### src/design/tebs_pkg.sv
// Shared types and constants for the triangle edge test and shading core.
package tebs_pkg;

	localparam int unsigned COLOR_BITS = 32;
	localparam int unsigned CHAN_BITS  = 8;
	localparam int unsigned NUM_CHAN   = 4;

	localparam logic CMD_LOAD  = 1'b0;
	localparam logic CMD_PIXEL = 1'b1;

	localparam logic [1:0] SLOT_A      = 2'd0;
	localparam logic [1:0] SLOT_B      = 2'd1;
	localparam logic [1:0] SLOT_C      = 2'd2;
	localparam logic [1:0] SLOT_UNUSED = 2'd3;

	typedef enum logic [1:0] {
		BK_IDLE,
		BK_MUL,
		BK_DIV,
		BK_OUT
	} bk_state_t;

endpackage

### src/design/tebs_back.sv
// Back part: weighted channel sums and a restoring divider per pixel.
module tebs_back import tebs_pkg::*; #(
	parameter int unsigned CB = 12
) (
	input  logic                  clk,
	input  logic                  arst_n,
	input  logic                  job_valid,
	output logic                  job_ready,
	input  logic                  job_cov,
	input  logic                  job_deg,
	input  logic [CB-1:0]         job_x,
	input  logic [CB-1:0]         job_y,
	input  logic [2*CB+1:0]       job_wa,
	input  logic [2*CB+1:0]       job_wb,
	input  logic [2*CB+1:0]       job_wc,
	input  logic [2*CB+1:0]       job_area,
	input  logic [COLOR_BITS-1:0] job_ca,
	input  logic [COLOR_BITS-1:0] job_cb,
	input  logic [COLOR_BITS-1:0] job_cc,
	output logic                  out_valid,
	input  logic                  out_ready,
	output logic [COLOR_BITS+2*CB+1:0] out_data
);

	localparam int unsigned PW = 2 * CB + 2;
	localparam int unsigned NW = PW + CHAN_BITS + 2;
	// Quotient never exceeds 255 for covered pixels, so 8 restoring steps suffice.
	localparam int unsigned QB = CHAN_BITS;

	bk_state_t state_q, state_d;
	logic [1:0] ch_q;
	logic [$clog2(QB+1)-1:0] bit_q;
	logic [PW-1:0] wa_q, wb_q, wc_q, area_q;
	logic [COLOR_BITS-1:0] ca_q, cb_q, cc_q, col_q;
	logic [NW-1:0] rem_q;
	logic [CHAN_BITS-1:0] quo_q;
	logic cov_q, deg_q;
	logic [CB-1:0] x_q, y_q;

	logic [CHAN_BITS-1:0] ea, eb, ec;
	assign ea = ca_q[ch_q*CHAN_BITS +: CHAN_BITS];
	assign eb = cb_q[ch_q*CHAN_BITS +: CHAN_BITS];
	assign ec = cc_q[ch_q*CHAN_BITS +: CHAN_BITS];

	logic [NW-1:0] trial, sh_rem, dsh;
	assign dsh    = NW'(area_q) << bit_q;
	assign sh_rem = rem_q;
	assign trial  = sh_rem - dsh;

	always_comb begin
		state_d = state_q;
		unique case (state_q)
			BK_IDLE: if (job_valid) state_d = BK_MUL;
			BK_MUL:  state_d = (cov_q && !deg_q) ? BK_DIV : BK_OUT;
			BK_DIV:  if (bit_q == '0) state_d = (ch_q == 2'd3) ? BK_OUT : BK_MUL;
			BK_OUT:  if (!out_valid || out_ready) state_d = BK_IDLE;
			default: state_d = BK_IDLE;
		endcase
	end

	always_comb begin
		job_ready = (state_q == BK_IDLE);
	end

	always_ff @(posedge clk or negedge arst_n) begin
		if (!arst_n) begin
			state_q   <= BK_IDLE;
			out_valid <= 1'b0;
		end else begin
			state_q <= state_d;
			if (out_valid && out_ready) out_valid <= 1'b0;
			if (state_q == BK_OUT && (!out_valid || out_ready)) out_valid <= 1'b1;
		end
	end

	always_ff @(posedge clk) begin
		unique case (state_q)
			BK_IDLE: begin
				wa_q <= job_wa; wb_q <= job_wb; wc_q <= job_wc; area_q <= job_area;
				ca_q <= job_ca; cb_q <= job_cb; cc_q <= job_cc;
				cov_q <= job_cov; deg_q <= job_deg; x_q <= job_x; y_q <= job_y;
				ch_q <= '0; col_q <= '0;
			end
			BK_MUL: begin
				rem_q <= NW'(wa_q * ea) + NW'(wb_q * eb) + NW'(wc_q * ec);
				bit_q <= ($bits(bit_q))'(QB - 1);
				quo_q <= '0;
			end
			BK_DIV: begin
				if (!trial[NW-1] && sh_rem >= dsh) begin
					rem_q <= trial;
					quo_q[bit_q[$clog2(QB)-1:0]] <= 1'b1;
				end
				if (bit_q == '0) begin
					col_q[ch_q*CHAN_BITS +: CHAN_BITS] <=
						quo_q | ((!trial[NW-1] && sh_rem >= dsh) ? CHAN_BITS'(1) : '0);
					ch_q <= ch_q + 2'd1;
				end else begin
					bit_q <= bit_q - 1'b1;
				end
			end
			BK_OUT: begin
				if (!out_valid || out_ready)
					out_data <= {col_q, y_q, x_q, deg_q, cov_q};
			end
			default: ;
		endcase
	end

endmodule

### config.mk
export PLATFORM = sky130hd
export DESIGN_NAME = tebs_back
export DESIGN_NICKNAME = d
export VERILOG_FILES = /design/src/design/tebs_pkg.sv /design/src/design/tebs_back.sv
export SDC_FILE = /design/constraint.sdc
export NUM_CORES = 2
export LEC_CHECK = 0
export ABC_AREA = 1
export BUFFER_PORTS_ARGS = -buffer_cell sky130_fd_sc_hd__clkbuf_2
export CAP_MARGIN = 20
export CORE_UTILIZATION = 30
export CTS_CLUSTER_SIZE = 28
export DETAILED_ROUTE_END_ITERATION = 8
export PLACE_DENSITY = 0.54
export REMOVE_ABC_BUFFERS = 1
export SLEW_MARGIN = 20
export SYNTH_ARGS = -nofsm -noshare
export SYNTH_HDL_FRONTEND = slang
export SYNTH_SLANG_ARGS = --single-unit
export TNS_END_PERCENT = 5
### constraint.sdc
create_clock -name clk -period 19.9 [get_ports clk]
set_input_delay 1.99 -clock clk [delete_from_list [all_inputs] [get_ports clk]]
set_output_delay 1.99 -clock clk [all_outputs]
set_load 0.01 [all_outputs]
Yosys cells after proc, flatten, opt, wreduce, memory -nomap -nowiden
Index checks and enable logic that the tools add are counted.
{"block": "op_classes", "addsub": 6, "mul": 3, "magnitude_cmp": 3, "eq_ne": 9, "n_shift": 6, "muxes": 22, "bitwise_logic": 2, "reduce_logical": 19}
{"operator": "$mul 26x8->34", "count": 3}
{"operator": "$shiftx 32x6->8", "count": 3}
{"operator": "$pmux 36 s2", "count": 1}
{"operator": "$pmux 32 s2", "count": 1}
{"operator": "$add 35x34->36", "count": 1}
{"operator": "$ge 36x36->1", "count": 1}
{"operator": "$mux 36", "count": 1}
{"operator": "$shl 26x4->36", "count": 1}
{"operator": "$sub 36x36->36", "count": 1}
{"operator": "$add 34x34->35", "count": 1}
{"operator": "$neg 5->34", "count": 1}
{"operator": "$shift 8x34->32 const A", "count": 1}
{"operator": "$shiftx 8x34->32", "count": 1}
{"operator": "$bwmux 32", "count": 1}
{"operator": "$mux 32", "count": 1}
{"operator": "$pmux 8 s2", "count": 1}
{"operator": "$mux 2", "count": 5}
{"operator": "$ne 2x2->1 const B", "count": 5}
{"operator": "$mux 8", "count": 1}
{"operator": "$or 8x1->8", "count": 1}
{"operator": "$or 8x8->8", "count": 1}
{"operator": "$pmux 2 s4", "count": 1}
{"operator": "$pmux 4 s2", "count": 1}
{"operator": "$reduce_and 2->1", "count": 4}
{"operator": "other kinds (17)", "count": 31}
{"block": "word_totals", "reg_bits": 369, "input_bits": 230, "output_inout_bits": 60, "elab_cells": 89}

Logic depth before layout (Yosys ltp)
{"block": "logic_depth", "word_depth": 10, "mapped_depth": 32, "ltp_nobuf": 30}

Worst setup path after synthesis
No wires, ideal clock.
{"block": "synth_path", "path_type": "flip-flop to flip-flop", "from": "register state_q[1]", "to": "register ch_q[0], enable pin", "setup_time_ps": 394, "arrival_ps": 11703, "required_time_ps": 19506, "slack_ps": 7802, "stages_incl_launch_ff": 4, "cell_sequence": "dfrtp_1 nor2_1 inv_1 nand2_1"}
{"block": "synth_between", "elab_chain_cells": 3, "word_cells_on_any_way": 5, "classes_between": "eq/ne (2); reduce/logical (3)"}
{"element": "start: declaration", "line_no": "tebs_back.sv:30", "rtl": "bk_state_t state_q, state_d;"}
{"element": "start signal: assignment", "line_no": "tebs_back.sv:70", "rtl": "state_q <= state_d;"}
{"element": "$logic_not 2->1"}
{"element": "via job_ready", "line_no": "tebs_back.sv:8", "rtl": "output logic job_ready,"}
{"element": "$reduce_bool 2->1 (no source line)"}
{"element": "$reduce_and 2->1 (no source line)"}
{"element": "end signal: assignment", "line_no": "tebs_back.sv:97", "rtl": "ch_q <= ch_q + 2'd1;"}
{"element": "end: declaration", "line_no": "tebs_back.sv:31", "rtl": "logic [1:0] ch_q;"}
The timed path passes the listed nets, and every way through them passes these cells.
A chain may end at the register's enable or synchronous reset.

Final worst setup path
{"block": "layout_path", "from": "register ch_q[0]", "to": "register rem_q[23], data pin"}
{"block": "layout_between", "elab_chain_cells": 5, "word_cells_on_any_way": 9, "classes_between": "add/sub (2); mul (3); shift (3); mux (1)"}
{"element": "$shiftx 32x6->8 (on tied branches)", "line_no": "tebs_back.sv:41, tebs_back.sv:42"}
{"element": "$mul 26x8->34", "line_no": "tebs_back.sv:85", "rtl": "rem_q <= NW'(wa_q * ea) + NW'(wb_q * eb) + NW'(wc_q * ec);"}
{"element": "$add 34x34->35", "line_no": "tebs_back.sv:85"}
{"element": "$add 35x34->36 *", "line_no": "tebs_back.sv:85"}
{"element": "$pmux 36 s2 *", "line_no": "tebs_back.sv:77", "rtl": "unique case (state_q)"}
{"element": "end signal: assignment", "line_no": "tebs_back.sv:85"}
{"element": "end signal: assignment", "line_no": "tebs_back.sv:91", "rtl": "rem_q <= trial;"}
{"element": "end: declaration", "line_no": "tebs_back.sv:35", "rtl": "logic [NW-1:0] rem_q;"}
Every way passes the cells marked *; elsewhere a longest branch is shown, timed or not.

==> impl_results.html <==
<table>
<tr><th>Metric</th><th>Value</th></tr>
<tr><th colspan="2">Status</th></tr>
<tr><td>Outcome</td><td>finished clean</td></tr>
<tr><th colspan="2">STA</th></tr>
<tr><td>Final setup violation count</td><td>0</td></tr>
<tr><td>Transition at the pin with the smallest max-transition slack</td><td>1.09 ns</td></tr>
<tr><td>Final total negative setup slack</td><td>0 ns</td></tr>
<tr><td>Maximum frequency from static timing analysis</td><td>0.115 GHz</td></tr>
<tr><td>Fin crit period</td><td>8.68 ns</td></tr>
<tr><td>Setup repair after global routing missed its margin</td><td>no</td></tr>
<tr><td>Clock skew</td><td>0.0374 ns</td></tr>
<tr><td>Final clock period utilization by the worst path</td><td>43.6%</td></tr>
<tr><td>Worst slew margin</td><td>26.9%</td></tr>
<tr><td>Hold violation count in the final report</td><td>0</td></tr>
<tr><td>Final Slew Violations</td><td>0</td></tr>
<tr><td>WHS</td><td>0.413 ns</td></tr>
<tr><th colspan="2">Critical path</th></tr>
<tr><td>Critical path startpoint</td><td>ch_q[0]$_SDFFCE_PN0P_</td></tr>
<tr><td>Element type at the critical path start</td><td>register</td></tr>
<tr><td>Bufs and invs on worst path</td><td>8</td></tr>
<tr><td>Number of cells on the worst reg-to-reg path</td><td>29</td></tr>
<tr><td>Worst path slowest cell</td><td>inv_1</td></tr>
<tr><td>Family with the most delay on the worst path</td><td>adder cells</td></tr>
<tr><td>Worst path most repeated cell</td><td>nand2_1</td></tr>
<tr><td>Critical Path Stages</td><td>29</td></tr>
<tr><td>Endpoint of the worst register-to-register path</td><td>rem_q[23]$_DFFE_PP_</td></tr>
<tr><td>Data arrival time at the worst-slack endpoint</td><td>9.06 ns</td></tr>
<tr><td>Crit path required time</td><td>20.28 ns</td></tr>
<tr><td>Max incr delay on CP</td><td>0.88 ns</td></tr>
<tr><td>R2r setup slk</td><td>11.22 ns</td></tr>
<tr><td>Critical setup path kind</td><td>reg -&gt; reg</td></tr>
<tr><td>Critical Path Sink Type</td><td>register</td></tr>
<tr><td>FF-to-FF Start</td><td>ch_q[0]$_SDFFCE_PN0P_</td></tr>
<tr><td>Largest fanout on the critical path</td><td>43</td></tr>
<tr><td>Critical path endpoint</td><td>rem_q[23]$_DFFE_PP_</td></tr>
<tr><th colspan="2">GRT</th></tr>
<tr><td>First-pass GRT wire length</td><td>165000 µm</td></tr>
<tr><td>Number of antenna violations at the first check in global routing</td><td>3</td></tr>
<tr><td>Gr ovfl total</td><td>0</td></tr>
<tr><td>Maximum number of pins on one net before global-route repair</td><td>78</td></tr>
<tr><td>Number of global-route vias before repair</td><td>27700</td></tr>
<tr><td>Overall routing resource usage</td><td>18.2%</td></tr>
<tr><th colspan="2">Synth</th></tr>
<tr><td>Post-synthesis adder-cell area fraction</td><td>36.7%</td></tr>
<tr><td>Number of enable-type register cells in the synthesized netlist</td><td>366</td></tr>
<tr><td>Post-synthesis average cell area</td><td>9.23 µm²</td></tr>
<tr><td>Proportion of synthesized area in mux cells</td><td>0.335%</td></tr>
<tr><td>Largest family of logic cells by synthesized area</td><td>adder cells</td></tr>
<tr><td>Gate count after technology mapping</td><td>3887</td></tr>
<tr><td>Post-synthesis share of cell area spent on and, or, nand and nor gates</td><td>16.2%</td></tr>
<tr><td>Synthesis Warnings</td><td>0</td></tr>
<tr><td>Primary FF master, synth</td><td>edfxtp_1</td></tr>
<tr><td>Post-synth design cell area</td><td>35900 µm²</td></tr>
<tr><td>Post-synth ARST share</td><td>0.813%</td></tr>
<tr><td>Area fraction in compound gates after synthesis</td><td>5.06%</td></tr>
<tr><td>Fraction of the yosys area taken by sequential cells</td><td>30.8%</td></tr>
<tr><td>Post-synthesis share of cell area spent on xor and xnor gates</td><td>0.439%</td></tr>
<tr><td>Count of unique library cells instantiated by Yosys</td><td>48</td></tr>
<tr><td>Register bit total from synthesis</td><td>369</td></tr>
<tr><th colspan="2">Layout</th></tr>
<tr><td>Layout cells sized above 1</td><td>10.3%</td></tr>
<tr><td>Seq. cell area</td><td>11100 µm²</td></tr>
<tr><td>Filler instances</td><td>12300</td></tr>
<tr><td>Final Net Count</td><td>5094</td></tr>
<tr><td>Final standard cell utilization of the core</td><td>34.3%</td></tr>
<tr><td>Synth-to-layout area growth</td><td>12.9%</td></tr>
<tr><td>Area taken by multi-input logic gates</td><td>21100 µm²</td></tr>
<tr><th colspan="2">Detailed routing</th></tr>
<tr><td>Average via count per standard cell</td><td>4.66</td></tr>
<tr><td>Residual DRC</td><td>0</td></tr>
<tr><td>Antenna Violating Nets Remaining</td><td>0</td></tr>
<tr><td>Number of iterations in the first detailed-routing pass</td><td>6</td></tr>
<tr><td>Detailed Route WL</td><td>109000 µm</td></tr>
<tr><td>Final routed wire length divided by cell count</td><td>19.0 µm</td></tr>
<tr><td>First DRT Iteration DRCs</td><td>1829</td></tr>
<tr><td>Total number of vias</td><td>26600</td></tr>
<tr><th colspan="2">Floorplan</th></tr>
<tr><td>Site Rows</td><td>126</td></tr>
<tr><td>Core Footprint</td><td>118000 µm²</td></tr>
<tr><td>Vertical extent of the die</td><td>348 µm</td></tr>
<tr><td>Die area</td><td>121000 µm²</td></tr>
<tr><td>Initial core utilization</td><td>30.3%</td></tr>
<tr><td>DIE WIDTH</td><td>348 µm</td></tr>
<tr><td>Top-Level Pins</td><td>290</td></tr>
<tr><th colspan="2">CTS</th></tr>
<tr><td>Post-CTS sizing</td><td>0</td></tr>
<tr><td>CTS clk-pin slew, worst paths</td><td>0.06 ns</td></tr>
<tr><td>TritonCTS clock tree</td><td>built</td></tr>
<tr><td>Hold-fix buffers, CTS</td><td>0</td></tr>
<tr><td>Number of H-tree levels</td><td>2</td></tr>
<tr><td>Number of buffers on the longest clock path</td><td>3</td></tr>
<tr><td>Clock buffers created by TritonCTS</td><td>46</td></tr>
<tr><td>Root cell of the clock tree</td><td>clkbuf_16</td></tr>
<tr><td>Post-CTS setup repair buffer count</td><td>0</td></tr>
<tr><td># clock sinks</td><td>369</td></tr>
<tr><td>Clock insertion delay at the later pin of the skew report</td><td>0.64 ns</td></tr>
<tr><th colspan="2">Place</th></tr>
<tr><td>I/O Buffers</td><td>289</td></tr>
<tr><td>Final weighted congestion in routability-driven placement</td><td>0.895</td></tr>
<tr><td>Detail Placement HPWL</td><td>88300 µm</td></tr>
<tr><th colspan="2">Job</th></tr>
<tr><td>Number of maximum-capacitance violations</td><td>0</td></tr>
<tr><th colspan="2">Worst hold path</th></tr>
<tr><td>Type of the tightest min-delay check</td><td>reg -&gt; reg</td></tr>
</table>
## synthesized netlist by cell type, types with 3 or more instances
| library cell | instances | area, µm² |
|---|---|---|
| nand3_1 | 145 | 726 |
| clkinv_1 | 7 | 26.3 |
| nor2_1 | 406 | 1520 |
| edfxtp_1 | 366 | 11000 |
| o31ai_1 | 6 | 45.0 |
| buf_1 | 19 | 71.3 |
| nor2_2 | 3 | 18.8 |
| or2_2 | 7 | 43.8 |
| inv_1 | 862 | 3240 |
| a31oi_1 | 13 | 81.3 |
| xor2_1 | 11 | 96.3 |
| a21o_1 | 7 | 52.6 |
| a21oi_1 | 122 | 611 |
| nand2_2 | 11 | 68.8 |
| clkbuf_1 | 46 | 173 |
| fa_1 | 558 | 11200 |
| o21bai_1 | 14 | 105 |
| nor4_1 | 8 | 50.1 |
| nand3b_1 | 3 | 22.5 |
| o211ai_1 | 4 | 30.0 |
| o21a_1 | 3 | 22.5 |
| nand3_2 | 3 | 30.0 |
| dfrtp_1 | 3 | 75.1 |
| xnor2_1 | 7 | 61.3 |
| buf_2 | 42 | 210 |
| o21ai_2 | 3 | 26.3 |
| nor3_1 | 16 | 80.1 |
| ha_1 | 159 | 1990 |
| inv_2 | 6 | 22.5 |
| o21ai_1 | 6 | 30.0 |
| nand4_1 | 6 | 37.5 |
| nand2_1 | 852 | 3200 |
| a21oi_2 | 3 | 26.3 |
| o21ai_0 | 130 | 651 |
| mux2i_1 | 12 | 120 |
## cells in the final DEF, fill, tap and decap left out, types with 4 or more instances in the layout
cell	count
a21o_1	7
a21oi_1	122
a31oi_1	13
buf_4	29
clkbuf_1	10
clkbuf_16	46
clkbuf_2	289
clkinv_1	11
clkinv_2	7
clkinv_4	5
clkinvlp_4	4
edfxtp_1	366
fa_1	558
ha_1	159
inv_1	862
inv_2	6
mux2i_1	12
nand2_1	851
nand2_2	12
nand3_1	145
nand4_1	6
nor2_1	403
nor3_1	16
nor4_1	8
o211ai_1	4
o21ai_0	129
o21ai_1	6
o21bai_1	14
o31ai_1	6
or2_2	7
xnor2_1	7
xor2_1	11
## layer usage
metal	share of wire [%]	global-route usage (%)	vias up	wire [µm]
li1	-	-	12400	-
met3	6.4	3.10	160	6960
met4	3.6	6.42	4	3880
met5	0.020	0	-	22
met1	45	24.8	13200	48600
met2	45	29.0	866	49100
## per-stage QoR
step,setup WS (ns),instance area [µm²],std cells
after CTS,11.20,40500,5716
after detailed placement,11.19,39000,5634
after global placement,11.22,39000,5634
after floorplan,7.80,35400,3780
final,11.22,40500,5718
after global routing,10.76,40500,5717
## logic make-up after synthesis
kind of cell,Yosys count
DFF,369
buffers and inverters,982
xor gates and xnor gates,18
AOI/OAI and AO/OA,325
muxes,12
and+or+nand+nor,1464
adders and majority gates,717
## worst min path at each step
stage          depth (start not counted)                endpoint               from
2_1_floorplan                          0  out_data[10]$_DFFE_PP_   x_q[8]$_DFFE_PP_
3_3_place_gp                           0   out_data[5]$_DFFE_PP_   x_q[3]$_DFFE_PP_
3_5_place_dp                           0  out_data[10]$_DFFE_PP_   x_q[8]$_DFFE_PP_
4_1_cts                                0  out_data[10]$_DFFE_PP_   x_q[8]$_DFFE_PP_
5_1_grt                                0   out_data[2]$_DFFE_PP_   x_q[0]$_DFFE_PP_
6_report                               0  out_data[13]$_DFFE_PP_  x_q[11]$_DFFE_PP_
## flip-flops by register name (all words and copies together) (netlist names), 32 cells and up
name      count
col_q        32
cb_q         32
rem_q        36
cc_q         32
ca_q         32
out_data     58
## area by class of cell
type / instances / area share (%)
antenna: 1 / 0.00618
clock buffer: 56 / 2.93
clock inverter: 26 / 0.639
inverter: 875 / 8.11
multi-input combinational: 2536 / 52.1
sequential: 369 / 27.3
tap: 1536 / 4.74
timing repair buffer: 319 / 4.14
Power is left out: the tool's default activity adds up to more than one toggle a clock period on the data nets, which glitch-free logic cannot reach.
